===== config.mk =====
export PLATFORM = sky130hd
export DESIGN_NAME = wav_header_check_sample_unpack_unit
export DESIGN_NICKNAME = d
export VERILOG_FILES = /design/src/hdl/wavhc_pkg.sv /design/src/hdl/wav_header_check_sample_unpack_unit.sv /design/src/hdl/wavhc_cfg.sv /design/src/hdl/wavhc_parse.sv /design/src/hdl/wavhc_outq.sv
export SDC_FILE = /design/constraint.sdc
export NUM_CORES = 1
export LEC_CHECK = 0
export ABC_AREA = 1
export BUFFER_PORTS_ARGS = -buffer_cell sky130_fd_sc_hd__buf_2
export CORE_AREA = 2 2 227 229
export CTS_BUF_LIST = sky130_fd_sc_hd__clkbuf_4 sky130_fd_sc_hd__clkbuf_8
export CTS_CLUSTER_DIAMETER = 60
export DETAILED_ROUTE_END_ITERATION = 6
export DIE_AREA = 0 0 229 231
export PLACE_DENSITY = 0.4
export SYNTH_ARGS = -nofsm -noshare
export SYNTH_HDL_FRONTEND = slang
export SYNTH_HIERARCHICAL = 1
export SYNTH_SLANG_ARGS = --single-unit

===== constraint.sdc =====
create_clock -name clk_i -period 7.73 [get_ports clk_i]
set_input_delay 0.773 -clock clk_i [delete_from_list [all_inputs] [get_ports clk_i]]
set_output_delay 0.773 -clock clk_i [all_outputs]
set_load 0.005 [all_outputs]

===== src/hdl/wavhc_pkg.sv =====
package wavhc_pkg;

  localparam int unsigned ByteW     = 8;
  localparam int unsigned SampleW   = 16;
  localparam int unsigned WordW     = 32;
  localparam int unsigned HdrPosW   = 6;
  localparam int unsigned CfgIndexW = 2;

  localparam logic [HdrPosW-1:0] HdrLastPos  = 6'd43;
  localparam logic [HdrPosW-1:0] HdrSizePos  = 6'd40;

  localparam logic [WordW-1:0] SampleRateReset = 32'd22050;
  localparam logic [WordW-1:0] ByteRateReset   = 32'd44100;

  typedef enum logic [CfgIndexW-1:0] {
    CFG_SAMPLE_RATE = 2'd0,
    CFG_BYTE_RATE   = 2'd1
  } cfg_index_e;

  typedef enum logic [2:0] {
    ST_OK         = 3'd0,
    ST_RIFF_TAG   = 3'd1,
    ST_WAVE_TAG   = 3'd2,
    ST_FMT_TAG    = 3'd3,
    ST_FORMAT     = 3'd4,
    ST_DATA_TAG   = 3'd5,
    ST_SHORT_HDR  = 3'd6,
    ST_SHORT_DATA = 3'd7
  } status_e;

  typedef enum logic [2:0] {
    PH_HEADER = 3'b001,
    PH_DATA   = 3'b010,
    PH_DRAIN  = 3'b100
  } phase_e;

  typedef struct packed {
    logic [WordW-1:0] sample_rate;
    logic [WordW-1:0] byte_rate;
  } cfg_t;

  typedef struct packed {
    logic [SampleW-1:0] sample;
    logic               sample_valid;
    logic               done_res;
    status_e            status;
  } res_t;

  // Fixed header bytes; zero where a register decides or nothing is checked.
  function automatic logic [ByteW-1:0] hdr_expect(input logic [HdrPosW-1:0] pos);
    logic [ByteW-1:0] e;
    case (pos)
      6'd0:    e = 8'h52;
      6'd1:    e = 8'h49;
      6'd2:    e = 8'h46;
      6'd3:    e = 8'h46;
      6'd8:    e = 8'h57;
      6'd9:    e = 8'h41;
      6'd10:   e = 8'h56;
      6'd11:   e = 8'h45;
      6'd12:   e = 8'h66;
      6'd13:   e = 8'h6d;
      6'd14:   e = 8'h74;
      6'd15:   e = 8'h20;
      6'd16:   e = 8'd16;
      6'd20:   e = 8'd1;
      6'd22:   e = 8'd1;
      6'd32:   e = 8'd2;
      6'd34:   e = 8'd16;
      6'd36:   e = 8'h64;
      6'd37:   e = 8'h61;
      6'd38:   e = 8'h74;
      6'd39:   e = 8'h61;
      default: e = 8'h00;
    endcase
    return e;
  endfunction

  // Error code for a mismatch; ST_OK where the byte is not checked.
  function automatic status_e hdr_code(input logic [HdrPosW-1:0] pos);
    status_e c;
    case (pos) inside
      [6'd0:6'd3]:   c = ST_RIFF_TAG;
      [6'd8:6'd11]:  c = ST_WAVE_TAG;
      [6'd12:6'd15]: c = ST_FMT_TAG;
      [6'd16:6'd35]: c = ST_FORMAT;
      [6'd36:6'd39]: c = ST_DATA_TAG;
      default:       c = ST_OK;
    endcase
    return c;
  endfunction

endpackage


===== src/hdl/wav_header_check_sample_unpack_unit.sv =====
// Parses a canonical 44-byte PCM16 mono RIFF/WAVE header from a byte stream
// and unpacks the data chunk into signed little-endian 16-bit samples. One
// byte is taken per cycle while the queue has room. Each byte is handled in
// the cycle it is accepted and its result, if any, lands in a two-entry
// output queue, so input stalls only when both entries are occupied. A
// result carries a sample, an end-of-parse mark (tlast) with a final status,
// or both. After an error or the end of the declared data, bytes are dropped
// until the byte marked tlast; the next byte starts a new file. The expected
// sample rate (index 0) and byte rate (index 1) go through the config port;
// the user must write them only while the stream is idle (not enforced).
module wav_header_check_sample_unpack_unit (
  input  logic                              clk_i,
  input  logic                              rst_ni,
  // config write
  input  logic                              cfg_valid_i,
  output logic                              cfg_ready_o,
  input  logic [wavhc_pkg::CfgIndexW-1:0]   cfg_index_i,
  input  logic [wavhc_pkg::WordW-1:0]       cfg_data_i,
  // byte stream in
  input  logic                              s_axis_tvalid_i,
  output logic                              s_axis_tready_o,
  input  logic [7:0]                        s_axis_tdata_i,  // [7:0] byte_value
  input  logic                              s_axis_tlast_i,  // last_byte
  // result stream out
  output logic                              m_axis_tvalid_o,
  input  logic                              m_axis_tready_i,
  // [15:0] sample, [16] sample_valid, [19:17] status, [23:20] zero
  output logic [23:0]                       m_axis_tdata_o,
  output logic                              m_axis_tlast_o   // done_res
);

  wavhc_pkg::cfg_t cfg;
  wavhc_pkg::res_t res;
  wavhc_pkg::res_t out_res;
  logic            res_push;
  logic            in_fire;

  assign in_fire = s_axis_tvalid_i & s_axis_tready_o;

  wavhc_cfg u_cfg (
    .clk_i       (clk_i),
    .rst_ni      (rst_ni),
    .cfg_valid_i (cfg_valid_i),
    .cfg_ready_o (cfg_ready_o),
    .cfg_index_i (cfg_index_i),
    .cfg_data_i  (cfg_data_i),
    .cfg_o       (cfg)
  );

  wavhc_parse u_parse (
    .clk_i      (clk_i),
    .rst_ni     (rst_ni),
    .cfg_i      (cfg),
    .in_fire_i  (in_fire),
    .byte_i     (s_axis_tdata_i),
    .last_i     (s_axis_tlast_i),
    .res_push_o (res_push),
    .res_o      (res)
  );

  wavhc_outq u_outq (
    .clk_i       (clk_i),
    .rst_ni      (rst_ni),
    .push_i      (res_push),
    .push_data_i (res),
    .ready_o     (s_axis_tready_o),
    .valid_o     (m_axis_tvalid_o),
    .pop_ready_i (m_axis_tready_i),
    .data_o      (out_res)
  );

  assign m_axis_tdata_o = {4'b0000, out_res.status, out_res.sample_valid, out_res.sample};
  assign m_axis_tlast_o = out_res.done_res;

endmodule


===== src/hdl/wavhc_cfg.sv =====
module wavhc_cfg (
  input  logic                                clk_i,
  input  logic                                rst_ni,
  input  logic                                cfg_valid_i,
  output logic                                cfg_ready_o,
  input  logic [wavhc_pkg::CfgIndexW-1:0]     cfg_index_i,
  input  logic [wavhc_pkg::WordW-1:0]         cfg_data_i,
  output wavhc_pkg::cfg_t                     cfg_o
);

  logic [wavhc_pkg::WordW-1:0] sample_rate_q, sample_rate_d;
  logic [wavhc_pkg::WordW-1:0] byte_rate_q, byte_rate_d;
  logic                        wr_en;

  assign cfg_ready_o = 1'b1;
  assign wr_en       = cfg_valid_i & cfg_ready_o;

  always_comb begin
    sample_rate_d = sample_rate_q;
    byte_rate_d   = byte_rate_q;
    if (wr_en) begin
      case (cfg_index_i)
        wavhc_pkg::CFG_SAMPLE_RATE: sample_rate_d = cfg_data_i;
        wavhc_pkg::CFG_BYTE_RATE:   byte_rate_d   = cfg_data_i;
        default: ;
      endcase
    end
  end

  always_ff @(posedge clk_i or negedge rst_ni) begin
    if (!rst_ni) begin
      sample_rate_q <= wavhc_pkg::SampleRateReset;
      byte_rate_q   <= wavhc_pkg::ByteRateReset;
    end else begin
      sample_rate_q <= sample_rate_d;
      byte_rate_q   <= byte_rate_d;
    end
  end

  assign cfg_o.sample_rate = sample_rate_q;
  assign cfg_o.byte_rate   = byte_rate_q;

endmodule


===== src/hdl/wavhc_parse.sv =====
module wavhc_parse (
  input  logic                          clk_i,
  input  logic                          rst_ni,
  input  wavhc_pkg::cfg_t               cfg_i,
  input  logic                          in_fire_i,
  input  logic [wavhc_pkg::ByteW-1:0]   byte_i,
  input  logic                          last_i,
  output logic                          res_push_o,
  output wavhc_pkg::res_t               res_o
);

  wavhc_pkg::phase_e                   phase_q, phase_d;
  logic [wavhc_pkg::HdrPosW-1:0]       hdr_pos_q, hdr_pos_d;
  logic [wavhc_pkg::WordW-1:0]         field_q, field_d;
  logic [wavhc_pkg::WordW-1:0]         decl_q, decl_d;
  logic [wavhc_pkg::WordW-1:0]         seen_q, seen_d;
  logic [wavhc_pkg::ByteW-1:0]         hold_q, hold_d;

  logic [wavhc_pkg::HdrPosW-1:0]       pos;
  wavhc_pkg::status_e                  code;
  logic [wavhc_pkg::ByteW-1:0]         exp_byte;
  logic [wavhc_pkg::WordW-1:0]         field_new;
  logic [wavhc_pkg::WordW-1:0]         seen_inc;
  logic                                done;
  logic                                valid;
  logic [wavhc_pkg::SampleW-1:0]       smp;
  wavhc_pkg::status_e                  status;

  assign pos  = (hdr_pos_q > wavhc_pkg::HdrLastPos) ? wavhc_pkg::HdrLastPos : hdr_pos_q;
  assign code = wavhc_pkg::hdr_code(pos);

  // Rate fields come from the config words, low byte first.
  always_comb begin
    if (pos >= 6'd24 && pos <= 6'd27) begin
      exp_byte = cfg_i.sample_rate[{pos[1:0], 3'b000} +: wavhc_pkg::ByteW];
    end else if (pos >= 6'd28 && pos <= 6'd31) begin
      exp_byte = cfg_i.byte_rate[{pos[1:0], 3'b000} +: wavhc_pkg::ByteW];
    end else begin
      exp_byte = wavhc_pkg::hdr_expect(pos);
    end
  end

  assign field_new = field_q |
    (wavhc_pkg::WordW'(byte_i) << {pos[1:0], 3'b000});
  assign seen_inc  = seen_q + 32'd1;

  always_comb begin
    phase_d   = phase_q;
    hdr_pos_d = hdr_pos_q;
    field_d   = field_q;
    decl_d    = decl_q;
    seen_d    = seen_q;
    hold_d    = hold_q;
    done      = 1'b0;
    valid     = 1'b0;
    smp       = '0;
    status    = wavhc_pkg::ST_OK;
    if (in_fire_i) begin
      case (phase_q)
        wavhc_pkg::PH_HEADER: begin
          if (code != wavhc_pkg::ST_OK && byte_i != exp_byte) begin
            done   = 1'b1;
            status = code;
          end else begin
            if (pos >= wavhc_pkg::HdrSizePos) begin
              field_d = field_new;
            end
            if (pos == wavhc_pkg::HdrLastPos) begin
              decl_d = field_new;
              seen_d = '0;
              if (field_new == '0) begin
                done = 1'b1;
              end else begin
                phase_d = wavhc_pkg::PH_DATA;
                if (last_i) begin
                  done   = 1'b1;
                  status = wavhc_pkg::ST_SHORT_DATA;
                end
              end
            end else begin
              hdr_pos_d = pos + 6'd1;
              if (last_i) begin
                done   = 1'b1;
                status = wavhc_pkg::ST_SHORT_HDR;
              end
            end
          end
        end
        wavhc_pkg::PH_DATA: begin
          seen_d = seen_inc;
          if (seen_inc[0]) begin
            hold_d = byte_i;
          end else begin
            valid = 1'b1;
            smp   = {byte_i, hold_q};
          end
          if (seen_inc == decl_q) begin
            done = 1'b1;
          end else if (last_i) begin
            done   = 1'b1;
            status = wavhc_pkg::ST_SHORT_DATA;
          end
        end
        wavhc_pkg::PH_DRAIN: ;
        default: ;
      endcase
      // last byte starts a new file whatever happened above
      if (last_i) begin
        phase_d   = wavhc_pkg::PH_HEADER;
        hdr_pos_d = '0;
        field_d   = '0;
        decl_d    = '0;
        seen_d    = '0;
        hold_d    = '0;
      end else if (done) begin
        phase_d = wavhc_pkg::PH_DRAIN;
      end
    end
  end

  always_ff @(posedge clk_i or negedge rst_ni) begin
    if (!rst_ni) begin
      phase_q   <= wavhc_pkg::PH_HEADER;
      hdr_pos_q <= '0;
      field_q   <= '0;
      decl_q    <= '0;
      seen_q    <= '0;
      hold_q    <= '0;
    end else begin
      phase_q   <= phase_d;
      hdr_pos_q <= hdr_pos_d;
      field_q   <= field_d;
      decl_q    <= decl_d;
      seen_q    <= seen_d;
      hold_q    <= hold_d;
    end
  end

  assign res_push_o         = in_fire_i & (valid | done);
  assign res_o.sample       = smp;
  assign res_o.sample_valid = valid;
  assign res_o.done_res     = done;
  assign res_o.status       = status;

`ifndef ASSERT_OFF
  a_hdr_pos_range: assert property (@(posedge clk_i) disable iff (!rst_ni)
    hdr_pos_q <= wavhc_pkg::HdrLastPos)
    else $error("header position past end of header");

  a_data_below_size: assert property (@(posedge clk_i) disable iff (!rst_ni)
    phase_q == wavhc_pkg::PH_DATA |-> (seen_q < decl_q))
    else $error("data phase with declared size already consumed");

  a_sample_in_data: assert property (@(posedge clk_i) disable iff (!rst_ni)
    (res_push_o && res_o.sample_valid) |-> phase_q == wavhc_pkg::PH_DATA)
    else $error("sample produced outside data phase");

  a_status_needs_done: assert property (@(posedge clk_i) disable iff (!rst_ni)
    (res_push_o && !res_o.done_res) |-> res_o.status == wavhc_pkg::ST_OK)
    else $error("status set without end of parse");
`endif

endmodule


===== src/hdl/wavhc_outq.sv =====
module wavhc_outq (
  input  logic            clk_i,
  input  logic            rst_ni,
  input  logic            push_i,
  input  wavhc_pkg::res_t push_data_i,
  output logic            ready_o,
  output logic            valid_o,
  input  logic            pop_ready_i,
  output wavhc_pkg::res_t data_o
);

  // Two entries: parser keeps running while one result waits downstream.
  wavhc_pkg::res_t mem_q [2];
  logic            wr_ptr_q, wr_ptr_d;
  logic            rd_ptr_q, rd_ptr_d;
  logic [1:0]      count_q, count_d;
  logic            pop;
  logic            push;

  assign ready_o = (count_q != 2'd2);
  assign valid_o = (count_q != 2'd0);
  assign push    = push_i & ready_o;
  assign pop     = valid_o & pop_ready_i;
  assign data_o  = mem_q[rd_ptr_q];

  always_comb begin
    wr_ptr_d = push ? ~wr_ptr_q : wr_ptr_q;
    rd_ptr_d = pop ? ~rd_ptr_q : rd_ptr_q;
    count_d  = count_q + {1'b0, push} - {1'b0, pop};
  end

  always_ff @(posedge clk_i) begin
    if (push) begin
      mem_q[wr_ptr_q] <= push_data_i;
    end
  end

  always_ff @(posedge clk_i or negedge rst_ni) begin
    if (!rst_ni) begin
      wr_ptr_q <= 1'b0;
      rd_ptr_q <= 1'b0;
      count_q  <= 2'd0;
    end else begin
      wr_ptr_q <= wr_ptr_d;
      rd_ptr_q <= rd_ptr_d;
      count_q  <= count_d;
    end
  end

endmodule


Word level (Yosys, flattened, before mapping)
Memory sizes are Yosys's and may differ from the RTL's.
Index checks and enable logic that the tools add are counted.
- shifts and indexed selects: 3
- reduce and logical (&&, ||, !) cells: 28
- muxes and demuxes: 57
- order comparisons: 16
- equality and inequality tests: 13
- $add $sub $neg: 4
- $mul: 0
- divide/modulo/power cells: 0
- bitwise gates (word level): 8
- operators with widths (operator ; count):
    32-bit two-way mux ; 11
    32-bit one-hot mux with 2 select lines ; 1
    32-bit by 6-bit variable part select with 8-bit output ; 2
    3-bit two-way mux ; 18
    16-bit two-way mux ; 3
    8-bit two-way mux ; 5
    32-bit by 1-bit adder with 32-bit output (second input constant) ; 1
    32-bit equality test ; 1
    32-bit zero test ; 1
    32-bit OR ; 1
    8-bit by 5-bit << shifter with 32-bit output ; 1
    6-bit two-way mux ; 5
    6-bit by 5-bit greater-or-equal comparator with 1-bit output (second input constant) ; 3
    4-bit AND reduction ; 4
    6-bit by 4-bit greater-or-equal comparator with 1-bit output (second input constant) ; 2
    6-bit greater-or-equal comparator (second input constant) ; 2
    6-bit by 4-bit less-or-equal comparator with 1-bit output (second input constant) ; 2
    6-bit by 5-bit less-or-equal comparator with 1-bit output (second input constant) ; 2
    6-bit less-or-equal comparator (second input constant) ; 2
    1-bit two-way mux ; 12
    2-bit nonzero test ; 6
    3-bit nonzero test ; 4
    3-bit != test (second input constant) ; 3
    1-bit logical AND ; 8
    22 further kinds ; 29
- memories: 2
- bits in registers: 181
- input bits: 48
- output and inout bits: 28
- RAM bits: 42
- memory bits (read-only): 448
- latch bits: 0
- memories (memory ; words ; bits a word ; read ports ; clocked after Yosys merged registers in ; write ports ; RTL line ; text):
    (no name shown) ; 64 ; 7 ; 1 ; 0 ; 0 ; wavhc_pkg.sv:52 ; case (pos)
    u_outq.mem_q ; 2 ; 21 ; 1 ; 0 ; 1 ; wavhc_outq.sv:13 ; wavhc_pkg::res_t mem_q [2];

Logic depth before layout (Yosys ltp)
- depth after elaboration: 20
- depth in mapped cells: 30

Cells and area by module
Netlist, hierarchy kept.
- by module, submodules not included (module ; times used ; sequential area each (µm²) ; cells each ; area each (µm²)):
    wavhc_parse ; 1 ; 2829.0 ; 1233 ; 8055.2
    wavhc_cfg ; 1 ; 1616.6 ; 285 ; 2636.3
    wavhc_outq ; 1 ; 1361.3 ; 141 ; 1761.7
    wav_header_check_sample_unpack_unit ; 1 ; 0.0 ; 7 ; 41.3

Least setup slack after synthesis
Ideal clock, no wire load.
- path kind: register to register
- from: reg u_parse/seen_q[0] (netlist bit)
- to: mem u_outq/mem_q[1][0] (netlist bit), enable pin
- setup time: 0.399 ns
- arrival time: 3.250 ns
- period minus slack after synthesis: 3.648 ns
- path slack: 4.082 ns
- cell stages (with the launch flop): 21
- path through: dfrtp_1 > ha_1 > nand2_1 > nor2_2 > nand4_1 > nor2_1 > xor2_1 > inv_1 > nand2_1 > nand2_1 > nor2_1 > nand2_1 > nor2_1 > nand3_1 > nand2_1 > nand2_1 > nand2_1 > nand2_1 > nand2_1 > nand2_1 > nor2_1
- longest elaborated chain between the ends: 11
- elaborated cells on any way between the ends: 14
- classes of those cells: add/sub (1); eq/ne (1); mux (9); bitwise (3)
- ends and longest elaborated chain (element ; RTL line ; text):
    start, declared ; wavhc_parse.sv:16 ; logic [wavhc_pkg::WordW-1:0] seen_q, seen_d;
    start signal, assigned ; wavhc_parse.sv:134 ; seen_q <= seen_d;
    32-bit by 1-bit adder with 32-bit output * ; wavhc_parse.sv:45 ; assign seen_inc = seen_q + 32'd1;
    32-bit equality test ; wavhc_parse.sv:97 ; if (seen_inc == decl_q) begin
    1-bit two-way mux ; wavhc_parse.sv:97 ;
    1-bit one-hot mux with 2 select lines ; wavhc_parse.sv:59 ; case (phase_q)
    1-bit two-way mux (2 in a row) ; wavhc_parse.sv:58 ; if (in_fire_i) begin
    1-bit OR * ; wavhc_parse.sv:139 ; assign res_push_o = in_fire_i & (valid | done);
    1-bit bitwise AND * ; wavhc_parse.sv:139 ;
    via res_push ; wav_header_check_sample_unpack_unit.sv:35 ; logic res_push;
    1-bit bitwise AND * ; wavhc_outq.sv:22 ; assign push = push_i & ready_o;
    1-bit two-way mux * ; wavhc_outq.sv:33 ; if (push) begin
    1-bit two-way mux (implied by the code) * ; wavhc_outq.sv:34 ; mem_q[wr_ptr_q] <= push_data_i;
    end, declared ; wavhc_outq.sv:13 ;
Mark *: on every way through the listed nets, which the timed path passes. The rest lies on a longest branch. The select of a mux whose other input is x is not followed.

Final worst setup path
- from: reg u_parse/hdr_pos_q[3] (netlist bit)
- to: mem u_outq/mem_q[1][11] (netlist bit), enable pin
- longest elaborated chain between the ends: 20
- elaborated cells on any way between the ends: 51
- classes of those cells: order compare (15); eq/ne (2); shift (3); mux (16); bitwise (4); reduce/logical (10); memory (1)
- ends and longest elaborated chain (element ; RTL line ; text):
    start, declared ; wavhc_parse.sv:13 ; logic [wavhc_pkg::HdrPosW-1:0] hdr_pos_q, hdr_pos_d;
    start signal, assigned ; wavhc_parse.sv:131 ; hdr_pos_q <= hdr_pos_d;
    6-bit > comparator ; wavhc_parse.sv:29 ; assign pos = (hdr_pos_q > wavhc_pkg::HdrLastPos) ? wavhc_pkg::HdrLastPos : hdr_pos_q;
    6-bit two-way mux * ; wavhc_parse.sv:29 ;
    6-bit greater-or-equal comparator (implied by the code) or 6-bit less-or-equal comparator (tied branches) ; wavhc_parse.sv:30 ; assign code = wavhc_pkg::hdr_code(pos);
    1-bit logical AND (implied by the code) ; wavhc_parse.sv:30 ;
    3-bit two-way mux (5 in a row) ; wavhc_pkg.sv:82 ; case (pos) inside
    3-bit nonzero test ; wavhc_parse.sv:61 ; if (code != wavhc_pkg::ST_OK && byte_i != exp_byte) begin
    1-bit logical AND ; wavhc_parse.sv:61 ;
    1-bit two-way mux * ; wavhc_parse.sv:61 ;
    1-bit one-hot mux with 2 select lines * ; wavhc_parse.sv:59 ;
    1-bit two-way mux * (2 in a row) ; wavhc_parse.sv:58 ;
    1-bit OR * ; wavhc_parse.sv:139 ;
    1-bit bitwise AND * ; wavhc_parse.sv:139 ;
    via res_push ; wav_header_check_sample_unpack_unit.sv:35 ;
    1-bit bitwise AND * ; wavhc_outq.sv:22 ;
    1-bit two-way mux * ; wavhc_outq.sv:33 ;
    1-bit two-way mux (implied by the code) * ; wavhc_outq.sv:34 ;
Marked as above.

==> reports/qor.yml <==
critical_path:
  crit_family: "simple AND/OR/NAND/NOR gates"
  cp-start-kind: "register"
  critPathKind: "reg2reg"
  crit_chain: "nand2_2 -> nand2_2 -> nand2_2 -> nand2_2 -> nor2_1 -> inv_1 -> o21ai_0 -> inv_1 -> nand4_1 -> nor2_1 -> nand2_1 -> nor2_1 -> a21oi_1 -> nand2_1 -> nand2_1 -> nand2_1 -> nand2_1 -> nand2_1 -> nand2_1 -> nor2_2"
  crit_buf_inv: 2
  crit_top_cell: "nand2_1"
  arrival_ps: 4940
  worstPathMaxFanout: 29
  crit_required_ps: 7930
  end_kind: "register"
  cp_slowest_cell: "nor2_2"
  worst_path_largest_cell_delay_ps: 860
route:
  drc: 0
  num_vias: 10900
  wl_um: 39800
  drt-pass1-iter-count: 5
  wl_per_cell_um: 16.4
  ant_nets: 0
  routed_via_density: 4.50
  drt-initial-drc-count: 571
sta:
  max_freq_mhz: 211
  hold_violations: 0
  fin_crit_ps: 4750
  layout_setup_ws_ps: 2980
  tns_ps: 0
  slew_violations: 0
  tightest_slew_ps: 1140
  grt_setup_unrepaired: "no"
  setup_viol: 0
  holdWs_ps: 235
  skew_ps: 39.3
  max_slew_margin_pct: 23.2
  min_period_over_period_pct: 61.4
die:
  coreArea_mm2: 0.0507
  fp.dieArea_mm2: 0.0529
  start_util_pct: 24.7
  rows: 83
  io_pins: 76
  die_y_um: 231
  fp.dieW_um: 229
clock_network:
  hold_buffers: 0
  clk-insertion-delay-late_ps: 620
  cts_made_buffers: 44
  cts.sinks: 223
  h-tree-depth: 2
  clkTransAtPathRegs_ps: 60
  clk_path_buf_depth: 3
  tritoncts: "built"
  cts_setup_buffers: 0
  cts-root-buf: "clkbuf_8"
  ctsResizeCount: 0
synth:
  synthCells: 1666
  netlist_area_mm2: 0.0125
  async_flop_share_pct: 81.2
  synth_top_area_share_pct: 33.6
  syn_area_per_cell_um2: 7.50
  ys_types: 45
  seq_area_frac_synth_pct: 46.5
  synth_edf_count: 42
  yosys.area.top_type: "dfrtp_1"
  synth_area_leaders: "dfrtp_1 34%, nand2_1 18%, edfxtp_1 10%"
  ys_ff_latch: 223
  synth_flop_cell: "dfrtp_1"
  yosysWarnings: 6
placed_design:
  routabilityCongestion: 0.873
  post-place-ws_ps: 2970
  portBuffers: 70
  hpwl_um: 27800
outcome:
  outcome: "finished, final reports clean"
min_path:
  worstHoldPathType: "in2async"
cells_and_area:
  final_nets: 1765
  layout-drive-gt1-share_pct: 13.1
  final_cell_mix: "584 x nand2_1, 184 x inv_1, 168 x dfrtp_1"
  synthToLayoutAreaGrowth_pct: 14.0
  nFillCells: 5661
  layout_commonest_cell: "nand2_1"
flow_run:
  timing.max_cap.violations: 0
grt:
  grt_pass1_wl_um: 63200
  grt_use_total_pct: 15.3
  antenna_found_initial: 2
  grt_max_degree: 98
  grt_overflow: 0
  grt_pass1_vias: 10800
pwr:
  p_total_mw: 4.26
  total_leakage_power_nw: 6.73
  p_per_area_mw_per_mm2: 299
  vdd_drop_max_uv: 118
## area by class of cell
cell class,count,area (um2),area share (%)
antenna,1,2.50,0.0176
clock buffer,68,830,5.82
clock inverter,14,143,1.00
inverter,200,753,5.29
multi-input combinational,1168,5430,38.1
sequential,223,5810,40.8
tap,680,851,5.97
timing repair buffer,77,424,2.98
## power by group
group / total (mW) / internal, mW / switching [mW]
Clock: 1.33 / 0.782 / 0.550
Combinational: 1.31 / 0.418 / 0.890
Sequential: 1.62 / 1.46 / 0.157
Total: 4.26 / 2.66 / 1.60
## path summary, 6_finish.rpt
check                                        startpoint                 endpoint  slack, ps  depth (start not counted)
worst min-delay path                             rst_ni        u_parse/seen_q[8]        240                          1
worst min register to register  u_cfg/sample_rate_q[12]  u_cfg/sample_rate_q[12]        460                          2
worst max-delay path               u_parse/hdr_pos_q[3]      u_outq/mem_q[1][11]       2980                         20
max in group asynchronous                        rst_ni    u_cfg/byte_rate_q[22]       6470                          2
worst max register to register     u_parse/hdr_pos_q[3]      u_outq/mem_q[1][11]       2980                         20
min in group clk_i                       cfg_data_i[14]  u_cfg/sample_rate_q[14]        380                          3
## cells by family after synthesis
kind of cell             Yosys count  synth area share (%)
flip-flops                       223                  46.5
other                              2                0.0601
adder cells (fa/ha/maj)            3                 0.300
AND/OR/NAND/NOR                  952                  32.3
XOR/XNOR                          28                  2.07
buffers and inverters            278                  10.2
AO/OA/AOI/OAI                    180                  8.66
## cells in the mapped netlist (17+ instances only)
library cell / number
a21oi_1: 27
buf_2: 26
buf_6: 17
clkbuf_1: 19
dfrtp_1: 168
edfxtp_1: 42
inv_1: 185
nand2_1: 585
nand3_1: 113
nand4_1: 60
nor2_1: 142
nor3_1: 19
o21ai_0: 77
o21ai_2: 21
o31ai_1: 21
xor2_1: 26
## registers in the layout, indices dropped and copies added, names as in the netlist
| name | flops |
|---|---|
| u_cfg/sample_rate_q | 32 |
| u_parse/seen_q | 32 |
| u_outq/wr_ptr_q | 1 |
| u_outq/count_q | 2 |
| u_parse/phase_q | 3 |
| u_parse/hdr_pos_q | 6 |
| u_parse/field_q | 32 |
| u_outq/mem_q | 42 |
| u_parse/decl_q | 32 |
| u_parse/hold_q | 8 |
| u_cfg/byte_rate_q | 32 |
| u_outq/rd_ptr_q | 1 |
## through the flow
step	utilization, %	instance area (um2)	instances
2_1_floorplan	-	12500	1669
3_3_place_gp	26.2	13300	2348
3_5_place_dp	26.2	13300	2348
4_1_cts	28.1	14200	2430
5_1_grt	28.1	14200	2431
6_report	28.1	14200	2431
## layer usage
layer | vias to the layer above | track usage [%] | wire (um)
met1 | 5216 | 21.1 | 19200
met4 | 0 | 5.62 | 1180
met3 | 77 | 2.26 | 1490
met5 | - | 0 | 0
met2 | 217 | 24.3 | 17900
li1 | 5425 | - | -
## worst reg2reg max path, stage by stage (launching register included)
cell and delay, ps:
dfrtp_1 500, nand2_2 100, nand2_2 80, nand2_2 370
nand2_2 480, nor2_1 110, inv_1 300, o21ai_0 130
inv_1 90, nand4_1 90, nor2_1 130, nand2_1 70
nor2_1 340, a21oi_1 120, nand2_1 100, nand2_1 70
nand2_1 110, nand2_1 80, nand2_1 100, nand2_1 120
nor2_2 860
Note: power is estimated with default switching activity, not from simulation.
